File: src/rtl/ced_pkg.sv
// ----------------------------------------------------------------------------
// ced_pkg
// Shared types and character constants for the escape sequence decoder.
// ----------------------------------------------------------------------------
package ced_pkg;

  // Decoder modes
  typedef enum logic [2:0] {
    MODE_NORMAL = 3'd0,
    MODE_ESC    = 3'd1,
    MODE_OCT    = 3'd2,
    MODE_HEX0   = 3'd3,
    MODE_HEX1   = 3'd4
  } ced_mode_t;

  // Characters that steer decoding
  localparam logic [7:0] CHAR_BSLASH = 8'h5C;
  localparam logic [7:0] CHAR_X      = 8'h78;
  localparam logic [7:0] CHAR_ZERO   = 8'h30;
  localparam logic [7:0] CHAR_SEVEN  = 8'h37;
  localparam logic [7:0] CHAR_NINE   = 8'h39;
  localparam logic [7:0] CHAR_LC_A   = 8'h61;
  localparam logic [7:0] CHAR_LC_F   = 8'h66;
  localparam logic [7:0] CHAR_UC_A   = 8'h41;
  localparam logic [7:0] CHAR_UC_F   = 8'h46;

  // Letters of the single-character escapes
  localparam logic [7:0] ESC_BELL_CH = 8'h61; // a
  localparam logic [7:0] ESC_BS_CH   = 8'h62; // b
  localparam logic [7:0] ESC_TAB_CH  = 8'h74; // t
  localparam logic [7:0] ESC_LF_CH   = 8'h6E; // n
  localparam logic [7:0] ESC_VT_CH   = 8'h76; // v
  localparam logic [7:0] ESC_FF_CH   = 8'h66; // f
  localparam logic [7:0] ESC_CR_CH   = 8'h72; // r

  // Control codes they map to
  localparam logic [7:0] CODE_BELL = 8'd7;
  localparam logic [7:0] CODE_BS   = 8'd8;
  localparam logic [7:0] CODE_TAB  = 8'd9;
  localparam logic [7:0] CODE_LF   = 8'd10;
  localparam logic [7:0] CODE_VT   = 8'd11;
  localparam logic [7:0] CODE_FF   = 8'd12;
  localparam logic [7:0] CODE_CR   = 8'd13;

  // Result queue geometry
  localparam int QDEPTH = 4;
  localparam int QPTR_W = 2;
  localparam int QCNT_W = 3;

  typedef struct packed {
    logic [7:0] out_byte;
    logic       run_last;
    logic       string_end;
  } ced_result_t;

  // Results produced by one input byte: up to two
  typedef struct packed {
    logic [1:0]  num;
    ced_result_t res0;
    ced_result_t res1;
  } ced_dec_out_t;

endpackage

File: src/rtl/ced_chan_if.sv
// ----------------------------------------------------------------------------
// ced_chan_if
// Valid/ready channels for input characters and decoded bytes.
// ----------------------------------------------------------------------------
interface ced_in_if;
  logic       valid;
  logic       ready;
  logic [7:0] in_byte;
  logic       in_last;

  modport source (output valid, output in_byte, output in_last, input ready);
  modport sink   (input valid, input in_byte, input in_last, output ready);
endinterface

interface ced_out_if;
  logic       valid;
  logic       ready;
  logic [7:0] out_byte;
  logic       run_last;
  logic       string_end;

  modport source (output valid, output out_byte, output run_last, output string_end,
                  input ready);
  modport sink   (input valid, input out_byte, input run_last, input string_end,
                  output ready);
endinterface

File: src/rtl/ced_decoder.sv
// ----------------------------------------------------------------------------
// ced_decoder
// Escape state machine: turns one accepted character into zero to two results.
// ----------------------------------------------------------------------------
module ced_decoder (
  input  logic                  clk,
  input  logic                  rst_n,
  input  logic                  fire,
  input  logic [7:0]            in_byte,
  input  logic                  in_last,
  output ced_pkg::ced_dec_out_t dec_out
);

  ced_pkg::ced_mode_t mode_r, mode_nxt;
  logic [8:0]         value_r, value_nxt;
  logic [1:0]         count_r, count_nxt;

  logic       is_oct, is_hex, do_plain;
  logic [3:0] hex_val;
  logic [7:0] ctrl_val;
  logic [8:0] oct_acc;
  logic [1:0] count_inc;
  logic [1:0] num;
  logic [7:0] e0, e1;

  always_comb begin
    is_oct = (in_byte >= ced_pkg::CHAR_ZERO) && (in_byte <= ced_pkg::CHAR_SEVEN);
    is_hex = 1'b1;
    hex_val = 4'd0;
    if ((in_byte >= ced_pkg::CHAR_ZERO) && (in_byte <= ced_pkg::CHAR_NINE)) begin
      hex_val = 4'(in_byte - ced_pkg::CHAR_ZERO);
    end else if ((in_byte >= ced_pkg::CHAR_LC_A) && (in_byte <= ced_pkg::CHAR_LC_F)) begin
      hex_val = 4'(in_byte - ced_pkg::CHAR_LC_A + 8'd10);
    end else if ((in_byte >= ced_pkg::CHAR_UC_A) && (in_byte <= ced_pkg::CHAR_UC_F)) begin
      hex_val = 4'(in_byte - ced_pkg::CHAR_UC_A + 8'd10);
    end else begin
      is_hex = 1'b0;
    end
  end

  always_comb begin
    case (in_byte)
      ced_pkg::ESC_BELL_CH: ctrl_val = ced_pkg::CODE_BELL;
      ced_pkg::ESC_BS_CH:   ctrl_val = ced_pkg::CODE_BS;
      ced_pkg::ESC_TAB_CH:  ctrl_val = ced_pkg::CODE_TAB;
      ced_pkg::ESC_LF_CH:   ctrl_val = ced_pkg::CODE_LF;
      ced_pkg::ESC_VT_CH:   ctrl_val = ced_pkg::CODE_VT;
      ced_pkg::ESC_FF_CH:   ctrl_val = ced_pkg::CODE_FF;
      ced_pkg::ESC_CR_CH:   ctrl_val = ced_pkg::CODE_CR;
      default:              ctrl_val = in_byte;
    endcase
  end

  always_comb begin
    mode_nxt  = mode_r;
    value_nxt = value_r;
    count_nxt = count_r;
    num       = 2'd0;
    e0        = 8'd0;
    e1        = 8'd0;
    do_plain  = 1'b0;
    oct_acc   = {value_r[5:0], in_byte[2:0]};
    count_inc = count_r + 2'd1;

    case (mode_r)
      ced_pkg::MODE_ESC: begin
        if (is_oct) begin
          mode_nxt  = ced_pkg::MODE_OCT;
          value_nxt = {6'd0, in_byte[2:0]};
          count_nxt = 2'd1;
        end else if (in_byte == ced_pkg::CHAR_X) begin
          mode_nxt  = ced_pkg::MODE_HEX0;
          value_nxt = 9'd0;
        end else begin
          mode_nxt = ced_pkg::MODE_NORMAL;
          e0       = ctrl_val;
          num      = 2'd1;
        end
      end
      ced_pkg::MODE_OCT: begin
        if (is_oct) begin
          value_nxt = oct_acc;
          count_nxt = count_inc;
          if (count_inc == 2'd3) begin
            mode_nxt = ced_pkg::MODE_NORMAL;
            e0       = oct_acc[7:0];
            num      = 2'd1;
          end
        end else begin
          e0       = value_r[7:0];
          num      = 2'd1;
          do_plain = 1'b1;
        end
      end
      ced_pkg::MODE_HEX0: begin
        if (is_hex) begin
          mode_nxt  = ced_pkg::MODE_HEX1;
          value_nxt = {5'd0, hex_val};
        end else begin
          e0       = ced_pkg::CHAR_X;
          num      = 2'd1;
          do_plain = 1'b1;
        end
      end
      ced_pkg::MODE_HEX1: begin
        if (is_hex) begin
          mode_nxt = ced_pkg::MODE_NORMAL;
          e0       = {value_r[3:0], hex_val};
          num      = 2'd1;
        end else begin
          e0       = value_r[7:0];
          num      = 2'd1;
          do_plain = 1'b1;
        end
      end
      default: begin
        do_plain = 1'b1;
      end
    endcase

    // Ordinary character handling; a backslash opens a new escape
    if (do_plain) begin
      if (in_byte == ced_pkg::CHAR_BSLASH) begin
        mode_nxt = ced_pkg::MODE_ESC;
      end else begin
        mode_nxt = ced_pkg::MODE_NORMAL;
        if (num == 2'd0) begin
          e0 = in_byte;
        end else begin
          e1 = in_byte;
        end
        num = num + 2'd1;
      end
    end

    // Flush a pending value at end of string
    if (in_last) begin
      if ((mode_nxt == ced_pkg::MODE_OCT) || (mode_nxt == ced_pkg::MODE_HEX1) ||
          (mode_nxt == ced_pkg::MODE_HEX0)) begin
        if (num == 2'd0) begin
          e0 = (mode_nxt == ced_pkg::MODE_HEX0) ? ced_pkg::CHAR_X : value_nxt[7:0];
        end else begin
          e1 = (mode_nxt == ced_pkg::MODE_HEX0) ? ced_pkg::CHAR_X : value_nxt[7:0];
        end
        num = num + 2'd1;
      end
      mode_nxt = ced_pkg::MODE_NORMAL;
    end

    if (mode_nxt == ced_pkg::MODE_NORMAL) begin
      value_nxt = 9'd0;
      count_nxt = 2'd0;
    end
  end

  always_comb begin
    dec_out.num             = fire ? num : 2'd0;
    dec_out.res0.out_byte   = e0;
    dec_out.res0.run_last   = (num == 2'd1);
    dec_out.res0.string_end = in_last;
    dec_out.res1.out_byte   = e1;
    dec_out.res1.run_last   = 1'b1;
    dec_out.res1.string_end = in_last;
  end

  always_ff @(posedge clk) begin
    if (!rst_n) begin
      mode_r  <= ced_pkg::MODE_NORMAL;
      value_r <= 9'd0;
      count_r <= 2'd0;
    end else if (fire) begin
      mode_r  <= mode_nxt;
      value_r <= value_nxt;
      count_r <= count_nxt;
    end
  end

endmodule

File: src/rtl/ced_out_queue.sv
// ----------------------------------------------------------------------------
// ced_out_queue
// Small result queue: takes up to two results per cycle, hands out one.
// ----------------------------------------------------------------------------
module ced_out_queue (
  input  logic                  clk,
  input  logic                  rst_n,
  input  ced_pkg::ced_dec_out_t push,
  output logic                  has_room,
  output logic                  out_valid,
  input  logic                  out_ready,
  output ced_pkg::ced_result_t  out_res
);

  ced_pkg::ced_result_t q_r [ced_pkg::QDEPTH];

  logic [ced_pkg::QPTR_W-1:0] wr_ptr_r, wr_ptr_nxt;
  logic [ced_pkg::QPTR_W-1:0] rd_ptr_r, rd_ptr_nxt;
  logic [ced_pkg::QCNT_W-1:0] count_r, count_nxt;
  logic [ced_pkg::QPTR_W-1:0] wr_ptr_p1;
  logic                       pop;

  // Room for a worst-case pair of results, judged on the registered count
  assign has_room  = (count_r <= ced_pkg::QCNT_W'(ced_pkg::QDEPTH - 2));
  assign out_valid = (count_r != '0);
  assign out_res   = q_r[rd_ptr_r];
  assign pop       = out_valid && out_ready;
  assign wr_ptr_p1 = wr_ptr_r + 1'b1;

  always_comb begin
    wr_ptr_nxt = wr_ptr_r + ced_pkg::QPTR_W'(push.num);
    rd_ptr_nxt = rd_ptr_r + ced_pkg::QPTR_W'(pop);
    count_nxt  = count_r + ced_pkg::QCNT_W'(push.num) - ced_pkg::QCNT_W'(pop);
  end

  always_ff @(posedge clk) begin
    if (!rst_n) begin
      wr_ptr_r <= '0;
      rd_ptr_r <= '0;
      count_r  <= '0;
    end else begin
      wr_ptr_r <= wr_ptr_nxt;
      rd_ptr_r <= rd_ptr_nxt;
      count_r  <= count_nxt;
    end
  end

  always_ff @(posedge clk) begin
    if (push.num != 2'd0) begin
      q_r[wr_ptr_r] <= push.res0;
    end
    if (push.num == 2'd2) begin
      q_r[wr_ptr_p1] <= push.res1;
    end
  end

endmodule

File: src/rtl/c_escape_sequence_decoder_unit.sv
// Results pass through the registered result queue before appearing on out_chan.
// Throughput: one character per cycle while each yields at most one byte; a
//   two-byte character's bytes leave one per output transfer, and input
//   stalls when the four-entry result queue cannot take another pair.
// Reset: synchronous active-low rst_n returns the decoder to normal mode and
//   empties the result queue.
// ----------------------------------------------------------------------------
// c_escape_sequence_decoder_unit
// Decodes C escape sequences in a character stream, one character per transfer.
// ----------------------------------------------------------------------------
module c_escape_sequence_decoder_unit (
  input  logic          clk,
  input  logic          rst_n,
  ced_in_if.sink        in_chan,
  ced_out_if.source     out_chan
);

  ced_pkg::ced_dec_out_t dec_out;
  ced_pkg::ced_result_t  res;
  logic                  has_room;
  logic                  in_fire;

  assign in_chan.ready = has_room;
  assign in_fire       = in_chan.valid && has_room;

  ced_decoder u_dec (
    .clk     (clk),
    .rst_n   (rst_n),
    .fire    (in_fire),
    .in_byte (in_chan.in_byte),
    .in_last (in_chan.in_last),
    .dec_out (dec_out)
  );

  ced_out_queue u_queue (
    .clk       (clk),
    .rst_n     (rst_n),
    .push      (dec_out),
    .has_room  (has_room),
    .out_valid (out_chan.valid),
    .out_ready (out_chan.ready),
    .out_res   (res)
  );

  assign out_chan.out_byte   = res.out_byte;
  assign out_chan.run_last   = res.run_last;
  assign out_chan.string_end = res.string_end;

endmodule

File: src/flat_wrapper.sv
// flat-port wrapper written by rule: the top's interface ports become plain ports
module c_escape_sequence_decoder_unit_flat 
  (clk, rst_n, in_chan_valid, in_chan_in_byte, in_chan_in_last, in_chan_ready, out_chan_valid, out_chan_out_byte, out_chan_run_last, out_chan_string_end, out_chan_ready);
  ced_in_if in_chan_i ();
  ced_out_if out_chan_i ();
  input  logic clk;
  input  logic rst_n;
  input wire logic [$bits(in_chan_i.valid)-1:0] in_chan_valid;
  input wire logic [$bits(in_chan_i.in_byte)-1:0] in_chan_in_byte;
  input wire logic [$bits(in_chan_i.in_last)-1:0] in_chan_in_last;
  output wire logic [$bits(in_chan_i.ready)-1:0] in_chan_ready;
  output wire logic [$bits(out_chan_i.valid)-1:0] out_chan_valid;
  output wire logic [$bits(out_chan_i.out_byte)-1:0] out_chan_out_byte;
  output wire logic [$bits(out_chan_i.run_last)-1:0] out_chan_run_last;
  output wire logic [$bits(out_chan_i.string_end)-1:0] out_chan_string_end;
  input wire logic [$bits(out_chan_i.ready)-1:0] out_chan_ready;
  assign in_chan_i.valid = in_chan_valid;
  assign in_chan_i.in_byte = in_chan_in_byte;
  assign in_chan_i.in_last = in_chan_in_last;
  assign in_chan_ready = in_chan_i.ready;
  assign out_chan_valid = out_chan_i.valid;
  assign out_chan_out_byte = out_chan_i.out_byte;
  assign out_chan_run_last = out_chan_i.run_last;
  assign out_chan_string_end = out_chan_i.string_end;
  assign out_chan_i.ready = out_chan_ready;
  c_escape_sequence_decoder_unit u_core (.clk(clk), .rst_n(rst_n), .in_chan(in_chan_i), .out_chan(out_chan_i));
endmodule
File: config.mk
export PLATFORM = sky130hd
export DESIGN_NAME = c_escape_sequence_decoder_unit_flat
export DESIGN_NICKNAME = d
export VERILOG_FILES = /design/src/rtl/ced_pkg.sv /design/src/rtl/ced_chan_if.sv /design/src/rtl/ced_decoder.sv /design/src/rtl/ced_out_queue.sv /design/src/rtl/c_escape_sequence_decoder_unit.sv /design/src/flat_wrapper.sv
export SDC_FILE = /design/constraint.sdc
export NUM_CORES = 1
export LEC_CHECK = 0
export ABC_AREA = 1
export BUFFER_PORTS_ARGS = -buffer_cell sky130_fd_sc_hd__buf_2
export CAP_MARGIN = 20
export CORE_ASPECT_RATIO = 1.2
export CORE_MARGIN = 1.5
export CORE_UTILIZATION = 50
export DETAILED_ROUTE_END_ITERATION = 10
export PLACE_DENSITY_LB_ADDON = 0.2
export SYNTH_ARGS = -nofsm -noshare
export SYNTH_HDL_FRONTEND = slang
export SYNTH_SLANG_ARGS = --single-unit
File: constraint.sdc
create_clock -name clk -period 4.9 [get_ports clk]
set_input_delay 0.735 -clock clk [delete_from_list [all_inputs] [get_ports clk]]
set_output_delay 0.735 -clock clk [all_outputs]
set_load 0.02 [all_outputs]
; ---- After elaboration in Yosys (flattened, before gate mapping)
; Memories as Yosys holds them, arrays and structs flattened. A register that Yosys moved wholly into a read port is not among the register bits.
; Cells that the tools add are included.
[classes]
n_addsub = 13
order_cmp = 8
n_eq_ne = 21
muxes = 66
reduce_logical = 16
[op_table]
columns = op, count
row1 = 8-bit 2-to-1 mux, 23
row2 = "8-bit by 7-bit equality test with 1-bit output, second input constant", 9
row3 = 8-bit case mux with 7 select lines, 1
row4 = 8-bit case mux with 4 select lines, 1
row5 = 2-bit 2-to-1 mux, 12
row6 = 8-bit case mux with 3 select lines, 1
row7 = 3-bit 2-to-1 mux, 6
row8 = "8-bit by 7-bit >= comparator with 1-bit output, second input constant", 2
row9 = "8-bit by 6-bit less-or-equal comparator with 1-bit output, second input constant", 2
row10 = "8-bit by 7-bit less-or-equal comparator with 1-bit output, second input constant", 2
row11 = 1-bit 2-to-1 mux, 14
row12 = "3-bit by 2-bit equality test with 1-bit output, second input constant", 4
row13 = 4-bit 2-to-1 mux, 3
row14 = 3-bit case mux with 4 select lines, 1
row15 = "4-bit by 1-bit subtractor with 4-bit output, second input constant", 3
row16 = "2-bit by 1-bit adder with 2-bit output, second input constant", 4
row17 = "4-bit adder, second input constant", 2
row18 = "8-bit by 6-bit >= comparator with 1-bit output, second input constant", 1
row19 = 2-bit case mux with 4 select lines, 1
row20 = 7-bit 2-to-1 mux, 1
row21 = "3-bit equality test, second input constant", 2
row22 = 1-bit logical AND, 6
row23 = "3-bit != test, second input constant", 2
row24 = 3-bit nonzero test, 2
row25 = other kinds (16), 19
[totals]
reg_bits = 20
mem_bits_rw = 40
inputBits = 13
out_inout_bits = 12
elab_cells = 131
n_memories = 1
[mem_list]
columns = memory, depth, width, rd, rd_ports_with_merged_regs, wr, line
row1 = u_core.u_queue.q_r, 4, 10, 1, 1, 2, ced_out_queue.sv:15  ; ced_pkg::ced_result_t q_r [ced_pkg::QDEPTH];

; ---- Logic depth before layout (Yosys ltp)
[logic_depth]
ltp_word = 17
mapped_depth = 23
mapped_depth_nobuf = 23

; ---- Hierarchy
; From an unflattened synthesis, not the netlist that was laid out.
[unflattened]
cells_unflattened = 619
hier_area_um2 = 4539.4
[by_module_without_submodules]
columns = module, n_inst, cells_per_inst, area_each_um2, seq_area_each_um2
row1 = ced_out_queue, 1, 253, 2464.9, 1341.3
row2 = ced_decoder, 1, 364, 2067.0, 260.2
row3 = c_escape_sequence_decoder_unit, 1, 2, 7.5, 0.0

; ---- Least setup slack after synthesis
; OpenSTA, ideal clock, no wires.
[synth_timing]
path_type = in2reg
startpoint = input in_chan_in_byte[0]
endpoint = register u_core.u_queue.count_r[2] (netlist name)
setup_ps = 128
t_arrival_ps = 3776
required_time_ps = 4772
slack_ps = 997
cell_stages = 20
path_buffers = 0
path_cell_list = inv_1 -> ha_1 -> inv_1 -> nand3_1 -> nand3_1 -> nand4_4 -> nand2_4 -> ha_1 -> inv_1 -> nand2_1 -> nand2_2 -> ha_1 -> nand3_2 -> nand2_4 -> nand2_4 -> ha_1 -> fa_1 -> xor2_1 -> inv_1 -> nor2_1
[synth_via]
elab_chain_len = 16
word_cells_on_any_way = 46
cone_classes = add/sub (4) / order compare (7) / eq/ne (5) / mux (24) / reduce/logical (6)
[synth_lines]
columns = item, line
row1 = start: declaration, flat_wrapper.sv:9  ; input wire logic [$bits(in_chan_i.in_byte)-1:0] in_chan_in_byte;
row2 = 8-bit by 7-bit >= comparator with 1-bit output / 8-bit by 7-bit less-or-equal comparator with 1-bit output (equally long branches), ced_decoder.sv:34  ; end else if ((in_byte >= ced_pkg::CHAR_UC_A) && (in_byte <= ced_pkg::CHAR_UC_F)) begin
row3 = 1-bit logical AND, ced_decoder.sv:34
row4 = 1-bit 2-to-1 mux, ced_decoder.sv:34
row5 = 1-bit 2-to-1 mux, ced_decoder.sv:32  ; end else if ((in_byte >= ced_pkg::CHAR_LC_A) && (in_byte <= ced_pkg::CHAR_LC_F)) begin
row6 = 1-bit 2-to-1 mux, ced_decoder.sv:30  ; if ((in_byte >= ced_pkg::CHAR_ZERO) && (in_byte <= ced_pkg::CHAR_NINE)) begin
row7 = "1-bit 2-to-1 mux, or another cell as far along", "ced_decoder.sv:96, ced_decoder.sv:106"
row8 = "2-bit case mux with 4 select lines, or another cell as far along", ced_decoder.sv:65  ; case (mode_r)
row9 = 2-bit by 1-bit adder with 2-bit output / 3-bit 2-to-1 mux (equally long branches), "ced_decoder.sv:132, ced_decoder.sv:122"
row10 = "2-bit 2-to-1 mux, or another cell as far along", ced_decoder.sv:123  ; if (in_byte == ced_pkg::CHAR_BSLASH) begin
row11 = 2-bit 2-to-1 mux / 1-bit logical OR (equally long branches), "ced_decoder.sv:122, ced_decoder.sv:138"
row12 = 2-bit by 1-bit adder with 2-bit output / 1-bit logical OR (equally long branches), "ced_decoder.sv:145, ced_decoder.sv:138"
row13 = 2-bit 2-to-1 mux, ced_decoder.sv:138  ; if ((mode_nxt == ced_pkg::MODE_OCT) || (mode_nxt == ced_pkg::MODE_HEX1) ||
row14 = 2-bit 2-to-1 mux (*), ced_decoder.sv:137  ; if (in_last) begin
row15 = 2-bit 2-to-1 mux (*), ced_decoder.sv:157  ; dec_out.num = fire ? num : 2'd0;
row16 = 3-bit by 2-bit adder with 3-bit output (*), ced_out_queue.sv:33  ; count_nxt = count_r + ced_pkg::QCNT_W'(push.num) - ced_pkg::QCNT_W'(pop);
row17 = 3-bit by 1-bit subtractor with 3-bit output (*), ced_out_queue.sv:33
row18 = end signal: assignment, ced_out_queue.sv:44  ; count_r <= count_nxt;
row19 = end: declaration, ced_out_queue.sv:19  ; logic [ced_pkg::QCNT_W-1:0] count_r, count_nxt;
; Every way passes the cells marked *; elsewhere a longest branch is shown, timed or not.
; A chain may end at the register's enable or synchronous reset.

; ---- Worst setup path in the final report
; Ends and elaborated chain as after synthesis.

==> summary.md <==
| Metric | Value |
|---|---|
| Outcome | `finished clean` |
| Die area | `9801 um^2` |
| Antenna Nets Post-Route | `0` |
| Detailed Routing Iterations Pass 1 | `5` |
| Syn. warnings | `0` |
| DP HPWL | `roughly 10000 um` |
| LEAKAGE | `2.383 nW` |
| Fin. max-slew vios | `0` |
| Post-synthesis sequential area ratio | `0.3389` |
| Drt wl/cell | `between 15 and 20 um` |
| Initial Utilization | `0.5127` |
| H-tree Lvls | `3` |
| Levels on crit path | `21` |
| Crit path cell chain | `buf_2 -> inv_1 -> ha_1 -> inv_1 -> nand3_1 -> nand3_1 -> nand4_4 -> nand2_4 -> ha_1 -> inv_1 -> nand2_1 -> nand2_2 -> ha_1 -> nand3_2 -> nand2_4 -> nand2_4 -> ha_1 -> fa_1 -> xor2_1 -> inv_1 -> nor2_1` |
| Vias in the first global route | `4284` |
| Largest net degree at the start of global routing | `23` |
| Hold Path Depth | `2` |
| Die Y | `between 100 and 150 um` |
| Pwr Total | `2.452 mW` |
| CP arrival | `4260 ps` |
| Crit end category | `flip-flop` |
| Setup Fix Bufs, Post-CTS | `0` |
| CP top delay family | `adder cells` |
| Post-DP Area | `4835 um^2` |
| Slowest-stage cell, CP | `fa_1` |
| Die Width | `slightly above 90 um` |
| # port buffers | `24` |
| CP bufs+invs | `5` |
| DR iter-0 viols | `343` |
| Vias | `4542` |
| Area grow syn2layout | `8.908%` |
| CTS Buf Count | `9` |
| Core area | `~9000 um^2` |
| Core Rows | `38` |
| Mapped Area | `roughly 4600 um^2` |
| Worst path required time | `about 5000 ps` |
| Mapped Cells | `671` |
| Crit-path max FO | `8` |
| Reg2Reg Depth | `19` |
| CTS max path bufs | `2` |
| Clock-pin slew on the worst setup and hold paths | `70 ps` |
| # clock sinks | `60` |
| First-pass GRT wire length | `20860 um` |
| Final Hold Viols | `0` |
| Syn_nets | `roughly 700` |
| Post-synth top flop | `edfxtp_1` |
| Via density | `5.546` |
| Cell area after layout | `between 5000 and 6000 um^2` |
| GPL Wtd Cong | `1.007` |
| Max incr delay on CP | `430 ps` |
| Worst Max-Slew Pin Slew | `778.1 ps` |
| RSZ-0062 raised after global routing | `no` |
| Setup TNS | `0 ps` |
| Share of cells above drive strength 1 | `0.1330` |
| Congestion Overflow GR | `0` |
| Yosys cell types | `36` |
| Syn avg cell area | `6.866 um^2` |
| # setup viols final | `0` |
| WS Path Type | `primary input to flip-flop` |
| Clk_skew | `around 11 ps` |
| CTS root buf | `clkbuf_8` |
| Ports | `25` |
| Peak supply drop | `0.1427 mV` |
| Cts hold-fix bufs | `0` |
| Worst rel slew slack | `0.4768` |
| Final nets | `720` |
| Final WL | `12880 um` |
| Final worst path period need | `4034 ps` |
| Hold Path Class | `flip-flop to flip-flop` |
| Clock Latency Late Sink | `350 ps` |
| Initial antenna violation count | `0` |
| Post-synth EDFFs | `36` |
| Total GRT Usage | `0.2722` |
| Pwr Density | `488.6 nW/um^2` |
| CP Launch Type | `primary input` |
| Flops & latches, synth | `60` |
| # Max-Cap Violations | `0` |
| Fill cell count | `895` |
| Diodes inserted | `0` |
| Async SR Flop Fraction | `0` |
| Maximum clock frequency | `247.9 MHz` |
| Number of remaining DRC errors | `0` |
| Fin crit share | `0.8233` |
| PostCTS Resize Cnt | `0` |
| CTS tree | `built` |
-- layout make-up --
type	instances	area (um^2)	share of cell area
timing repair buffer	26	135.1	0.02693
multi-input combinational	520	2689	0.5359
clock buffer	10	127.6	0.02544
inverter	77	299.0	0.05960
clock inverter	6	55.05	0.01097
sequential	60	1562	0.3112
tap	120	150.1	0.02993
-- logic make-up after synthesis --
family,after synthesis,synth area share
simple gates,395,0.4090
compound gates,105,0.1244
buf+inv,91,0.07740
flops,60,0.3389
fa+ha+maj,13,0.03694
xor+xnor,7,0.01331
-- synthesized netlist by cell type (5+ instances only) --
| master | number | area (um^2) |
|---|---|---|
| nor3_1 | 5 | 25.02 |
| inv_2 | 10 | 37.54 |
| o211ai_1 | 5 | 37.54 |
| nand3_1 | 48 | 240.2 |
| a21oi_1 | 24 | 120.1 |
| nand2_2 | 7 | 43.79 |
| ha_1 | 12 | 150.1 |
| nand2_1 | 228 | 855.8 |
| edfxtp_1 | 36 | 1081 |
| dfxtp_1 | 24 | 480.5 |
| nor2_1 | 61 | 229.0 |
| xor2_1 | 5 | 43.79 |
| o21ai_0 | 60 | 300.3 |
| nand4_1 | 12 | 75.07 |
| clkbuf_1 | 10 | 37.54 |
| o22ai_1 | 12 | 75.07 |
| nand2_4 | 10 | 112.6 |
| inv_1 | 62 | 232.7 |
-- routing by layer --
metal  vias to the layer above  routed length [um]  track usage  part of all wire
met5                         -                   0            0                 0
met4                         0                 353       0.1395             0.027
met3                        26                 640      0.03657             0.050
met2                       157                6584       0.4834              0.51
met1                      2106                5296       0.3213              0.41
li1                       2253                   -            -                 -
-- sequential cells by signal, summed over array words and instances, names as in the netlist --
signal / cells
u_core.u_queue.q_r: 40
u_core.u_dec.value_r: 8
u_core.u_dec.mode_r: 3
u_core.u_queue.count_r: 3
u_core.u_dec.count_r: 2
u_core.u_queue.rd_ptr_r: 2
u_core.u_queue.wr_ptr_r: 2
-- report_power, final --
group	switching [mW]	total, mW	internal, mW
Combinational	0.881	1.25	0.365
Clock	0.195	0.424	0.230
Sequential	0.0787	0.780	0.702
Total	1.15	2.45	1.30
-- tightest hold or removal path: stages, from the launching register on --
cell and delay (ps):
dfxtp_1 330, nand2_1 60, nand3_1 50
-- through the flow --
step | utilization | hold WS (ps) | cells | setup WS [ps]
floorplan | - | 423.6 | 671 | 996.6
finish | 0.5583 | 466.3 | 819 | 865.7
global route | 0.5583 | 518.2 | 819 | 599.8
global placement | 0.5380 | 446.8 | 803 | 623.4
detailed placement | 0.5380 | 452.9 | 803 | 513.4
CTS | 0.5583 | 468.3 | 819 | 876.7
-- cells in the final DEF (no fill, tap or decap), types with 7 or more instances in the layout --
master	n
nand2_1	228
inv_1	62
nor2_1	61
o21ai_0	60
nand3_1	48
edfxtp_1	36
a21oi_1	24
buf_2	24
dfxtp_1	24
nand4_1	12
o22ai_1	12
ha_1	12
nand2_4	10
inv_2	10
clkbuf_8	9
nand2_2	7
-- path summary, 6_finish.rpt --
path	slack, ps	end	start
min reg2reg	470	u_core.u_queue.q_r[3][1]$_SDFFE_PP1N_	u_core.u_queue.q_r[3][1]$_SDFFE_PP1N_
max	870	u_core.u_queue.count_r[2]$_SDFF_PN0_	in_chan_in_byte[0]
min	470	u_core.u_queue.q_r[3][1]$_SDFFE_PP1N_	u_core.u_queue.q_r[3][1]$_SDFFE_PP1N_
max reg2reg	1300	u_core.u_queue.count_r[2]$_SDFF_PN0_	u_core.u_dec.mode_r[1]$_SDFFE_PN0P_
Note: power is estimated with default switching activity, not from simulation.
